--- config.mk ---
export PLATFORM = sky130hd
export DESIGN_NAME = timed_sample_playback_ring_unit
export DESIGN_NICKNAME = d
export VERILOG_FILES = /design/src/hw/rtl/tspr_pkg.sv /design/src/hw/rtl/timed_sample_playback_ring_unit.sv /design/src/hw/rtl/tspr_ctrl.sv /design/src/hw/rtl/tspr_datapath.sv
export SDC_FILE = /design/constraint.sdc
export NUM_CORES = 2
export LEC_CHECK = 0
export ABC_AREA = 1
export BUFFER_PORTS_ARGS = -buffer_cell sky130_fd_sc_hd__buf_2
export CORE_MARGIN = 3
export CORE_UTILIZATION = 45
export DETAILED_ROUTE_END_ITERATION = 8
export MAX_ROUTING_LAYER = met4
export SETUP_SLACK_MARGIN = 0.1
export SLEW_MARGIN = 25
export SYNTH_ARGS = -nofsm -noshare
export SYNTH_HDL_FRONTEND = slang
export SYNTH_SLANG_ARGS = --single-unit
--- constraint.sdc ---
create_clock -name clock -period 8.12 [get_ports clock]
set_clock_uncertainty 0.05 [all_clocks]
set_input_delay 2.436 -clock clock [delete_from_list [all_inputs] [get_ports clock]]
set_output_delay 2.436 -clock clock [all_outputs]
set_load 0.01 [all_outputs]
--- src/hw/rtl/tspr_pkg.sv ---
// ----------------------------------------------------------------------------
// tspr_pkg
// Shared types, codes and helpers of the timed sample playback ring.
// ----------------------------------------------------------------------------
`default_nettype none

package tspr_pkg;

   // ring geometry and release limit
   localparam int RING_DEPTH  = 16;
   localparam int JOINT_COUNT = 4;
   localparam int MAX_RESULTS = 16;

   localparam int PTR_W = $clog2(RING_DEPTH);
   localparam int OCC_W = $clog2(RING_DEPTH + 1);
   localparam int CNT_W = $clog2(MAX_RESULTS + 1);

   // command codes
   typedef logic [2:0] cmd_type;
   localparam cmd_type CMD_STORE   = 3'd0;
   localparam cmd_type CMD_START   = 3'd1;
   localparam cmd_type CMD_TICK    = 3'd2;
   localparam cmd_type CMD_STOP    = 3'd3;
   localparam cmd_type CMD_DISCARD = 3'd4;

   // status codes
   typedef logic [1:0] status_type;
   localparam status_type STATUS_OK    = 2'd0;
   localparam status_type STATUS_FULL  = 2'd1;
   localparam status_type STATUS_EMPTY = 2'd2;

   // input item
   typedef struct packed {
      cmd_type     cmd;
      logic [31:0] now_us;
      logic [63:0] joint_set;
      logic [31:0] interval_us;
   } req_type;

   // result item
   typedef struct packed {
      status_type  status;
      logic        applied;
      logic [63:0] drive_set;
      logic [4:0]  vacancy;
      logic        finished;
      logic        last;
   } rsp_type;

   // controller to datapath commands
   typedef struct packed {
      logic load;       // latch the accepted item
      logic exec;       // run a single-result command
      logic pop;        // release the head set into the pending slot
      logic emit_prev;  // send the pending result along with a pop
      logic flush;      // send the pending result as the final one
      logic idle_ack;   // tick that released nothing
   } ctl_type;

   // datapath to controller status
   typedef struct packed {
      logic due_ok;     // playing, ring not empty and head set is due
   } sts_type;

   // mask of the joints that are kept
   function automatic logic [63:0] joint_mask_f();
      logic [63:0] m;
      m = '0;
      for (int j = 0; j < 4; j++) begin
         if (j < JOINT_COUNT) begin
            m[16*j +: 16] = 16'hFFFF;
         end
      end
      return m;
   endfunction

   localparam logic [63:0] JOINT_MASK = joint_mask_f();

   // ring pointer advance with wrap
   function automatic logic [PTR_W-1:0] ptr_next_f(logic [PTR_W-1:0] p);
      return (p == PTR_W'(RING_DEPTH - 1)) ? '0 : p + 1'b1;
   endfunction

   // empty entries, reported in five bits
   function automatic logic [4:0] vacancy_f(logic [OCC_W-1:0] occ);
      return 5'(RING_DEPTH) - 5'(occ);
   endfunction

endpackage

`default_nettype wire

--- src/hw/rtl/timed_sample_playback_ring_unit.sv ---
// ----------------------------------------------------------------------------
// timed_sample_playback_ring_unit
// Paced playback ring of joint-position sets with store, start, tick, stop
// and discard commands.
// ----------------------------------------------------------------------------
// An item is taken when start is high and busy is low; every result appears
// for one cycle with rsp_valid and must be taken then, since the receiver
// cannot stall the block. Store, start, stop, discard and unused commands give
// one result: the item is latched, the exec state runs the command and its
// result is registered, then the block is free again. A tick passes through
// the eval and wait states per released set (at most 16), because the ring
// memory read of the next head set is registered and each release waits for
// it; results of a tick come one behind the release that caused them, the last marked by last.
// ----------------------------------------------------------------------------
`default_nettype none

module timed_sample_playback_ring_unit
   import tspr_pkg::*;
(
   input  wire logic        clock,
   input  wire logic        reset,
   input  wire logic        start,
   output logic             busy,
   input  wire req_type     req_data,
   output logic             rsp_valid,
   output rsp_type          rsp_data,
   input  wire logic        csr_valid,
   output logic             csr_ready,
   input  wire logic [31:0] csr_data
);

   ctl_type ctl;
   sts_type sts;

   // sequencer
   tspr_ctrl u_ctrl (
      .clock   (clock),
      .reset   (reset),
      .start   (start),
      .req_cmd (req_data.cmd),
      .sts     (sts),
      .busy    (busy),
      .ctl     (ctl)
   );

   // ring and timeline
   tspr_datapath u_datapath (
      .clock     (clock),
      .reset     (reset),
      .req_data  (req_data),
      .ctl       (ctl),
      .sts       (sts),
      .rsp_valid (rsp_valid),
      .rsp_data  (rsp_data),
      .csr_valid (csr_valid),
      .csr_ready (csr_ready),
      .csr_data  (csr_data)
   );

endmodule

`default_nettype wire

--- src/hw/rtl/tspr_ctrl.sv ---
// ----------------------------------------------------------------------------
// tspr_ctrl
// Sequencer: accepts items, runs single commands and steps the tick release
// loop one ring entry at a time.
// ----------------------------------------------------------------------------
`default_nettype none

module tspr_ctrl
   import tspr_pkg::*;
(
   input  wire logic    clock,
   input  wire logic    reset,
   input  wire logic    start,
   input  wire cmd_type req_cmd,
   input  wire sts_type sts,
   output logic         busy,
   output ctl_type      ctl
);

   typedef enum logic [1:0] {
      ST_IDLE,
      ST_EXEC,
      ST_EVAL,
      ST_WAIT
   } state_type;

   state_type        state_ff, state_in;
   logic             busy_ff, busy_in;
   logic [CNT_W-1:0] cnt_ff, cnt_in;

   // next state and commands
   always_comb begin
      state_in = state_ff;
      cnt_in   = cnt_ff;
      ctl      = '0;
      unique case (state_ff)
         ST_IDLE: begin
            if (start) begin
               ctl.load = 1'b1;
               cnt_in   = '0;
               state_in = (req_cmd == CMD_TICK) ? ST_EVAL : ST_EXEC;
            end
         end
         ST_EXEC: begin
            ctl.exec = 1'b1;
            state_in = ST_IDLE;
         end
         ST_EVAL: begin
            if (sts.due_ok && (cnt_ff < CNT_W'(MAX_RESULTS))) begin
               ctl.pop       = 1'b1;
               ctl.emit_prev = (cnt_ff != '0);
               cnt_in        = cnt_ff + 1'b1;
               state_in      = ST_WAIT;
            end else if (cnt_ff != '0) begin
               ctl.flush = 1'b1;
               state_in  = ST_IDLE;
            end else begin
               ctl.idle_ack = 1'b1;
               state_in     = ST_IDLE;
            end
         end
         ST_WAIT: begin
            // ring read data catches up with the new head
            state_in = ST_EVAL;
         end
         default: begin
            state_in = ST_IDLE;
         end
      endcase
      busy_in = (state_in != ST_IDLE);
   end

   // state and registered outputs
   always_ff @(posedge clock) begin
      if (reset) begin
         state_ff <= ST_IDLE;
         busy_ff  <= 1'b0;
         cnt_ff   <= '0;
      end else begin
         state_ff <= state_in;
         busy_ff  <= busy_in;
         cnt_ff   <= cnt_in;
      end
   end

   assign busy = busy_ff;

endmodule

`default_nettype wire

--- src/hw/rtl/tspr_datapath.sv ---
// ----------------------------------------------------------------------------
// tspr_datapath
// Ring storage, pointers, playback timeline and result registers.
// ----------------------------------------------------------------------------
`default_nettype none

module tspr_datapath
   import tspr_pkg::*;
(
   input  wire logic        clock,
   input  wire logic        reset,
   input  wire req_type     req_data,
   input  wire ctl_type     ctl,
   output sts_type          sts,
   output logic             rsp_valid,
   output rsp_type          rsp_data,
   input  wire logic        csr_valid,
   output logic             csr_ready,
   input  wire logic [31:0] csr_data
);

   // ring memories
   logic [63:0] set_mem  [RING_DEPTH];
   logic [31:0] ival_mem [RING_DEPTH];
   logic        mem_we;

   req_type          item_ff, item_in;
   logic [PTR_W-1:0] wr_ptr_ff, wr_ptr_in;
   logic [PTR_W-1:0] rd_ptr_ff, rd_ptr_in;
   logic [OCC_W-1:0] occ_ff, occ_in;
   logic [31:0]      consumed_ff, consumed_in;
   logic             playing_ff, playing_in;
   logic [31:0]      start_time_ff, start_time_in;
   logic [31:0]      due_ff, due_in;
   logic [31:0]      total_ff;
   logic [63:0]      set_rd_ff;
   logic [31:0]      ival_rd_ff;
   rsp_type          pend_ff, pend_in;
   logic             rsp_valid_ff, rsp_valid_in;
   rsp_type          rsp_ff, rsp_in;
   status_type       status;
   logic [31:0]      elapsed;
   logic             fin_now;
   logic             fin_next;

   assign elapsed   = item_ff.now_us - start_time_ff;
   assign sts.due_ok = playing_ff && (occ_ff != '0) && (elapsed >= due_ff);
   assign csr_ready = 1'b1;

   // next ring and timeline state
   always_comb begin
      item_in       = item_ff;
      wr_ptr_in     = wr_ptr_ff;
      rd_ptr_in     = rd_ptr_ff;
      occ_in        = occ_ff;
      consumed_in   = consumed_ff;
      playing_in    = playing_ff;
      start_time_in = start_time_ff;
      due_in        = due_ff;
      mem_we        = 1'b0;
      status        = STATUS_OK;
      if (ctl.load) begin
         item_in = req_data;
      end
      if (ctl.exec) begin
         case (item_ff.cmd)
            CMD_STORE: begin
               if (occ_ff == OCC_W'(RING_DEPTH)) begin
                  status = STATUS_FULL;
               end else begin
                  mem_we    = 1'b1;
                  wr_ptr_in = ptr_next_f(wr_ptr_ff);
                  occ_in    = occ_ff + 1'b1;
                  // refill of an empty ring while playing is due at once
                  if ((occ_ff == '0) && playing_ff) begin
                     due_in = elapsed;
                  end
               end
            end
            CMD_START: begin
               if (occ_ff == '0) begin
                  status = STATUS_EMPTY;
               end else begin
                  playing_in    = 1'b1;
                  start_time_in = item_ff.now_us;
                  due_in        = '0;
               end
            end
            CMD_STOP: begin
               playing_in = 1'b0;
            end
            CMD_DISCARD: begin
               wr_ptr_in  = '0;
               rd_ptr_in  = '0;
               occ_in     = '0;
               playing_in = 1'b0;
               due_in     = '0;
            end
            default: begin
            end
         endcase
      end
      if (ctl.pop) begin
         rd_ptr_in   = ptr_next_f(rd_ptr_ff);
         occ_in      = occ_ff - 1'b1;
         consumed_in = consumed_ff + 1'b1;
         if (occ_in != '0) begin
            due_in = due_ff + ival_rd_ff;
         end
      end
   end

   // finished flag before and after this step
   assign fin_now  = playing_ff && (occ_ff == '0) && (consumed_ff >= total_ff);
   assign fin_next = playing_in && (occ_in == '0) && (consumed_in >= total_ff);

   // result and pending result
   always_comb begin
      rsp_valid_in = 1'b0;
      rsp_in       = rsp_ff;
      pend_in      = pend_ff;
      if (ctl.exec) begin
         rsp_valid_in = 1'b1;
         rsp_in       = '{status, 1'b0, 64'd0, vacancy_f(occ_in), fin_next, 1'b1};
      end
      if (ctl.pop) begin
         pend_in = '{STATUS_OK, 1'b1, set_rd_ff, vacancy_f(occ_in), fin_next, 1'b0};
         if (ctl.emit_prev) begin
            rsp_valid_in = 1'b1;
            rsp_in       = pend_ff;
         end
      end
      if (ctl.flush) begin
         rsp_valid_in = 1'b1;
         rsp_in       = pend_ff;
         rsp_in.last  = 1'b1;
      end
      if (ctl.idle_ack) begin
         rsp_valid_in = 1'b1;
         rsp_in       = '{STATUS_OK, 1'b0, 64'd0, vacancy_f(occ_ff), fin_now, 1'b1};
      end
   end

   // control registers
   always_ff @(posedge clock) begin
      if (reset) begin
         wr_ptr_ff     <= '0;
         rd_ptr_ff     <= '0;
         occ_ff        <= '0;
         consumed_ff   <= '0;
         playing_ff    <= 1'b0;
         start_time_ff <= '0;
         due_ff        <= '0;
         total_ff      <= '0;
         rsp_valid_ff  <= 1'b0;
      end else begin
         wr_ptr_ff     <= wr_ptr_in;
         rd_ptr_ff     <= rd_ptr_in;
         occ_ff        <= occ_in;
         consumed_ff   <= consumed_in;
         playing_ff    <= playing_in;
         start_time_ff <= start_time_in;
         due_ff        <= due_in;
         rsp_valid_ff  <= rsp_valid_in;
         if (csr_valid) begin
            total_ff <= csr_data;
         end
      end
   end

   // payload registers
   always_ff @(posedge clock) begin
      item_ff <= item_in;
      pend_ff <= pend_in;
      rsp_ff  <= rsp_in;
   end

   // ring write and registered head reads
   always_ff @(posedge clock) begin
      if (mem_we) begin
         set_mem[wr_ptr_ff]  <= item_ff.joint_set & JOINT_MASK;
         ival_mem[wr_ptr_ff] <= item_ff.interval_us;
      end
      set_rd_ff  <= set_mem[rd_ptr_ff];
      ival_rd_ff <= ival_mem[ptr_next_f(rd_ptr_ff)];
   end

   assign rsp_valid = rsp_valid_ff;
   assign rsp_data  = rsp_ff;

endmodule

`default_nettype wire

After elaboration in Yosys (flattened, before gate mapping)
Memories as Yosys holds them, arrays and structs flattened. A register that Yosys moved wholly into a read port is not among the register bits.
Cells that the tools add are included.
{"block": "word_totals", "romBits": 0, "memories": 2, "input_bits": 167, "mem_bits_rw": 1536, "ff_bits": 426, "out_inout_bits": 77, "latchBits": 0}
{"block": "classes", "n_eq_ne": 13, "reduce_logical": 25, "div": 0, "add_sub_neg": 10, "n_mul": 0, "n_lt_le_gt_ge": 4, "n_bitwise": 1, "n_shift": 0, "muxes": 55}
{"memory": "u_datapath.set_mem", "depth": 16, "width": 64, "read_ports": 1, "rd_ports_with_merged_regs": 1, "write_ports": 1, "line_no": "tspr_datapath.sv:23", "rtl": "logic [63:0] set_mem [RING_DEPTH];"}
{"memory": "u_datapath.ival_mem", "depth": 16, "width": 32, "read_ports": 1, "rd_ports_with_merged_regs": 1, "write_ports": 1, "line_no": "tspr_datapath.sv:24", "rtl": "logic [31:0] ival_mem [RING_DEPTH];"}
{"cell": "$mux 74", "count": 4}
{"cell": "$mux 32", "count": 7}
{"cell": "$ge 32x32->1", "count": 3}
{"cell": "$pmux 32 s3", "count": 1}
{"cell": "$add 32x1->32 const B", "count": 1}
{"cell": "$add 32x32->32", "count": 1}
{"cell": "$sub 32x32->32", "count": 1}
{"cell": "$mux 4", "count": 7}
{"cell": "$mux 5", "count": 5}
{"cell": "$pmux 5 s2", "count": 2}
{"cell": "$mux 1", "count": 18}
{"cell": "$reduce_bool 5->1", "count": 3}
{"cell": "$mux 2", "count": 6}
{"cell": "$add 5x1->5 const B", "count": 2}
{"cell": "$logic_not 5->1", "count": 2}
{"cell": "$reduce_bool 2->1", "count": 5}
{"cell": "$sub 5x5->5 const A", "count": 2}
{"cell": "$reduce_and 3->1", "count": 3}
{"cell": "$add 4x1->4 const B", "count": 2}
{"cell": "$eq 4x4->1 const B", "count": 2}
{"cell": "$pmux 2 s4", "count": 1}
{"cell": "$pmux 4 s2", "count": 1}
{"cell": "$logic_and 1x1->1", "count": 7}
{"cell": "$mux 7", "count": 1}
{"cell": "17 further kinds", "count": 21}

Longest topological paths before layout
{"block": "logic_depth", "ltp_word": 15, "depth_mapped": 44, "ltp_nobuf": 44}

Modules after synthesis
From an unflattened synthesis, not the netlist that was laid out.
{"block": "unflattened", "hier_cells": 6873, "hier_area_um2": 82862.0}
{"module": "tspr_datapath", "area_per_inst_um2": 82404.0, "instances": 1, "seq_area_each_um2": 58426.0, "cells_each": 6804}
{"module": "tspr_ctrl", "area_per_inst_um2": 457.9, "instances": 1, "seq_area_each_um2": 160.2, "cells_each": 69}

Worst setup path after synthesis
No wires, ideal clock.
{"block": "synth_path", "path_type": "reg-to-reg", "from": "register u_datapath.occ_ff[0]", "to": "memory u_datapath.ival_mem[0][0], enable pin", "path_slack_ps": 1883, "arrival_ps": 5636, "stages_incl_launch_ff": 11, "setup_time_ps": 552, "path_buffers": 0, "cell_sequence": "dfxtp_1 > inv_1 > ha_1 > nand2_1 > nor2_1 > ha_1 > inv_1 > nand2_1 > nor2_1 > nand2_1 > nor2_1"}
{"block": "synth_via", "elab_chain_cells": 6}
{"element": "start, declared", "line_no": "tspr_datapath.sv:30", "rtl": "logic [OCC_W-1:0] occ_ff, occ_in;"}
{"element": "start signal, assigned", "line_no": "tspr_datapath.sv:159", "rtl": "occ_ff <= occ_in;"}
{"element": "$eq 5x5->1", "line_no": "tspr_datapath.sv:68", "rtl": "if (occ_ff == OCC_W'(RING_DEPTH)) begin"}
{"element": "$mux 1", "line_no": "tspr_datapath.sv:68"}
{"element": "$mux 1", "line_no": "tspr_datapath.sv:66", "rtl": "case (item_ff.cmd)"}
{"element": "$mux 1", "line_no": "tspr_datapath.sv:65", "rtl": "if (ctl.exec) begin"}
{"element": "$mux 1", "line_no": "tspr_datapath.sv:180", "rtl": "if (mem_we) begin"}
{"element": "$mux 1 (not written as such)", "line_no": "tspr_datapath.sv:182", "rtl": "ival_mem[wr_ptr_ff] <= item_ff.interval_us;"}
{"element": "end, declared", "line_no": "tspr_datapath.sv:24"}
No other way between the ends.

==> impl_metrics.env <==
export IMPL_drt_first_pass_iters=5
export IMPL_grt_max_degree=217
export IMPL_hold_depth=0
export IMPL_drive_gt1_share_pct=10.0
export IMPL_setup_viol=0
export IMPL_reg2reg_slack_ns=1.74
export IMPL_critPathCaptureType="register"
export IMPL_ios=244
export IMPL_track_usage_pct=23.6
export IMPL_post_cts_buffers=0
export IMPL_drv_slew=0
export IMPL_die_area_sq_mm=0.190
export IMPL_synth_simple_area_share_pct=9.09
export IMPL_vias=54300
export IMPL_synth_xor_area_share_pct=0.897
export IMPL_worstPathRequired_ns=8.81
export IMPL_cap_violations=0
export IMPL_antenna_left=0
export IMPL_worstSetupStartpoint="u_datapath.item_ff[98]"
export IMPL_synth_cells=6782
export IMPL_wirelength_mm=224
export IMPL_clkSinkCount=2058
export IMPL_mostFrequentLayoutCells="1737 x edfxtp_1, 1005 x nor2_1, 948 x o21ai_0, 584 x nand2_1, 348 x inv_1"
export IMPL_fin_area_sq_mm=0.0936
export IMPL_ctsHoldBuffers=0
export IMPL_slew_headroom_pct=27.1
export IMPL_root_buffer="clkbuf_16"
export IMPL_clkTransAtPathRegs_ns=0.06
export IMPL_synth_compound_area_share_pct=13.2
export IMPL_viasPerCell=5.67
export IMPL_crit_path_end="u_datapath.rsp_data[1]"
export IMPL_first_iter_violations=5570
export IMPL_wl_met1_mm=99.9
export IMPL_synth_edf_count=1737
export IMPL_setup_ws_ns=1.74
export IMPL_top_layer="met4"
export IMPL_r2r_end="u_datapath.rsp_data[1]"
export IMPL_rows=156
export IMPL_ys_ff_latch=2058
export IMPL_ff2ff_path_depth=33
export IMPL_synth_cell_types=60
export IMPL_grt_pass1_wl_mm=332
export IMPL_cts_buffer_depth=3
export IMPL_syn_num_nets=7124
export IMPL_tightest_slew_ns=1.09
export IMPL_max_freq_mhz=157
export IMPL_netlist_area_sq_mm=0.0830
export IMPL_setup_tns_ns=0
export IMPL_vdd_ir_drop_worst_uv=167
export IMPL_rsz0062_at_grt="false"
export IMPL_synth_warnings=0
export IMPL_fin_crit_ns=6.38
export IMPL_final_common_cell="edfxtp_1"
export IMPL_htree_num_levels=4
export IMPL_start_util_pct=45.6
export IMPL_synth_top_family_by_area="compound AO/OA/AOI/OAI gates"
export IMPL_synth_fa_ha_area_share_pct=2.66
export IMPL_ys_flop_type="edfxtp_1"
export IMPL_muxShareOfSynthArea_pct=0.0965
export IMPL_dp_hpwl_mm=120
export IMPL_grt_overflow=0
export IMPL_placed_area_sq_mm=0.0867
export IMPL_antenna_found_initial=13
export IMPL_cp_max_fo=65
export IMPL_status="finished clean"
export IMPL_slowest_delay_ns=0.55
export IMPL_die_width_um=435
export IMPL_p_total_uw=21700
export IMPL_synthToLayoutAreaGrowth_pct=12.8
export IMPL_r2r_start="u_datapath.item_ff[98]"
export IMPL_clk_latency_ns=0.86
export IMPL_crit_top_cell="nand2_1"
export IMPL_p_leak_uw=0.0327
export IMPL_timing_final_crit_share_pct=78.6
export IMPL_die_y_um=435
export IMPL_cts_buffers=207
export IMPL_coreArea_sq_mm=0.182
export IMPL_synth_async_reset_ratio_pct=0
export IMPL_cts_tree="done"
export IMPL_finalHoldViolCount=0
export IMPL_wl_met2_mm=104
export IMPL_place_ws_ns=1.66
export IMPL_avgRoutedWirePerCell_um=23.4
export IMPL_worstSetupPathType="register to register"
export IMPL_seq_area_frac_synth_pct=70.6
export IMPL_arrival_ns=7.08
export IMPL_io_buffers=242
export IMPL_crit_slowest_cell="clkinv_4"
export IMPL_hp_class="register to register"
export IMPL_met3_length_mm=14.0
export IMPL_gp_congestion=0.876
export IMPL_nets=7275
export IMPL_power_density_mw_per_mm2=232
export IMPL_drc_errors=0
export IMPL_cts_resized=0
export IMPL_start_kind="register"
export IMPL_grt_pass1_vias=52000
export IMPL_synth_avg_cell_area_sq_um=12.2
-- kinds of logic (layout without fill, tap and decap cells) --
logic type / count (synthesis) / count (layout)
adders and majority gates: 175 / 175
and+or+nand+nor: 1875 / 1875
DFF: 2058 / 2058
buffers and inverters: 759 / 1096
xor gates and xnor gates: 85 / 85
muxes: 8 / 8
other: 1 / 8
AOI/OAI and AO/OA: 1821 / 1821
-- per-layer routing --
layer  GRT usage (%)  vias to the layer above
met1            32.6                    26800
met5               -                        -
met2            36.7                     1897
met3            3.10                      316
li1                -                    25200
met4            6.97                        0
-- through the flow --
step | hold slack (ns) | util (%) | cells
floorplan | 0.336 | - | 6782
global placement | 0.336 | 47.6 | 9172
detailed placement | 0.339 | 47.6 | 9172
CTS | 0.341 | 51.4 | 9567
global route | 0.353 | 51.4 | 9571
finish | 0.340 | 51.4 | 9575
-- state kept, by name, indices dropped and copies added (netlist names) --
signal,cells
u_ctrl.busy,1
u_ctrl.cnt_ff,5
u_ctrl.state_ff,2
u_datapath.consumed_ff,32
u_datapath.due_ff,32
u_datapath.item_ff,131
u_datapath.ival_mem,512
u_datapath.ival_rd_ff,32
u_datapath.occ_ff,5
u_datapath.pend_ff,70
u_datapath.playing_ff,1
u_datapath.rd_ptr_ff,4
u_datapath.rsp_data,74
u_datapath.rsp_valid,1
u_datapath.set_mem,1024
u_datapath.set_rd_ff,64
u_datapath.start_time_ff,32
u_datapath.total_ff,32
u_datapath.wr_ptr_ff,4
-- layout make-up --
cell class / count / area (sq um)
fill: 15700 / 88500
tap: 2449 / 3060
sequential: 2058 / 58600
multi-input combinational: 3965 / 21700
inverter: 370 / 1430
clock inverter: 134 / 1380
antenna: 7 / 17.5
clock buffer: 261 / 5450
timing repair buffer: 331 / 1950
-- critical path: cells and delay by family (launching register included) --
kind | cells | cell delay, ns
buffers and inverters | 3 | 0.70
adders and majority gates | 3 | 0.92
AOI/OAI and AO/OA | 7 | 1.34
DFF | 1 | 0.39
and+or+nand+nor | 20 | 2.85
-- worst min-delay path by stage --
stage,from,endpoint,slack (ns)
CTS,u_datapath.set_rd_ff[10],u_datapath.pend_ff[17],0.34
finish,u_datapath.set_rd_ff[10],u_datapath.pend_ff[17],0.34
global route,u_datapath.set_rd_ff[3],u_datapath.pend_ff[10],0.35
detailed placement,u_datapath.set_rd_ff[36],u_datapath.pend_ff[43],0.34
floorplan,u_datapath.set_rd_ff[3],u_datapath.pend_ff[10],0.34
global placement,u_datapath.set_rd_ff[59],u_datapath.pend_ff[66],0.34
-- report_power, final --
group | total (uW) | switching, uW | internal [uW] | leakage (uW)
logic | 459 | 304 | 155 | 0.0110
registers | 11700 | 148 | 11500 | 0.0183
clock network | 9520 | 4120 | 5410 | 0.00336
total | 21700 | 4570 | 17100 | 0.0327
-- synth_stat cells, types with 6 or more instances --
master | number | area share [%]
o21ai_1 | 10 | 0.060
o221ai_1 | 255 | 2.7
nand2_1 | 584 | 2.6
edfxtp_1 | 1737 | 63
ha_1 | 173 | 2.6
nand3_1 | 147 | 0.89
inv_1 | 357 | 1.6
a21oi_1 | 247 | 1.5
buf_2 | 26 | 0.16
inv_2 | 9 | 0.041
a21o_1 | 7 | 0.063
nor4_1 | 17 | 0.13
nor2_1 | 1024 | 4.6
a21boi_0 | 6 | 0.054
nand4_1 | 30 | 0.23
o21ai_0 | 948 | 5.7
and2_1 | 6 | 0.045
xor2_1 | 65 | 0.69
a211oi_1 | 12 | 0.11
o21bai_1 | 12 | 0.11
nor3_1 | 35 | 0.21
buf_1 | 26 | 0.12
xnor2_1 | 20 | 0.21
o32ai_1 | 34 | 0.36
nor2_2 | 8 | 0.060
dfxtp_1 | 321 | 7.7
mux2i_1 | 8 | 0.096
clkbuf_1 | 335 | 1.5
o211ai_1 | 148 | 1.3
o22ai_1 | 104 | 0.78
a32o_1 | 16 | 0.19
(Power assumes the default switching activity.)
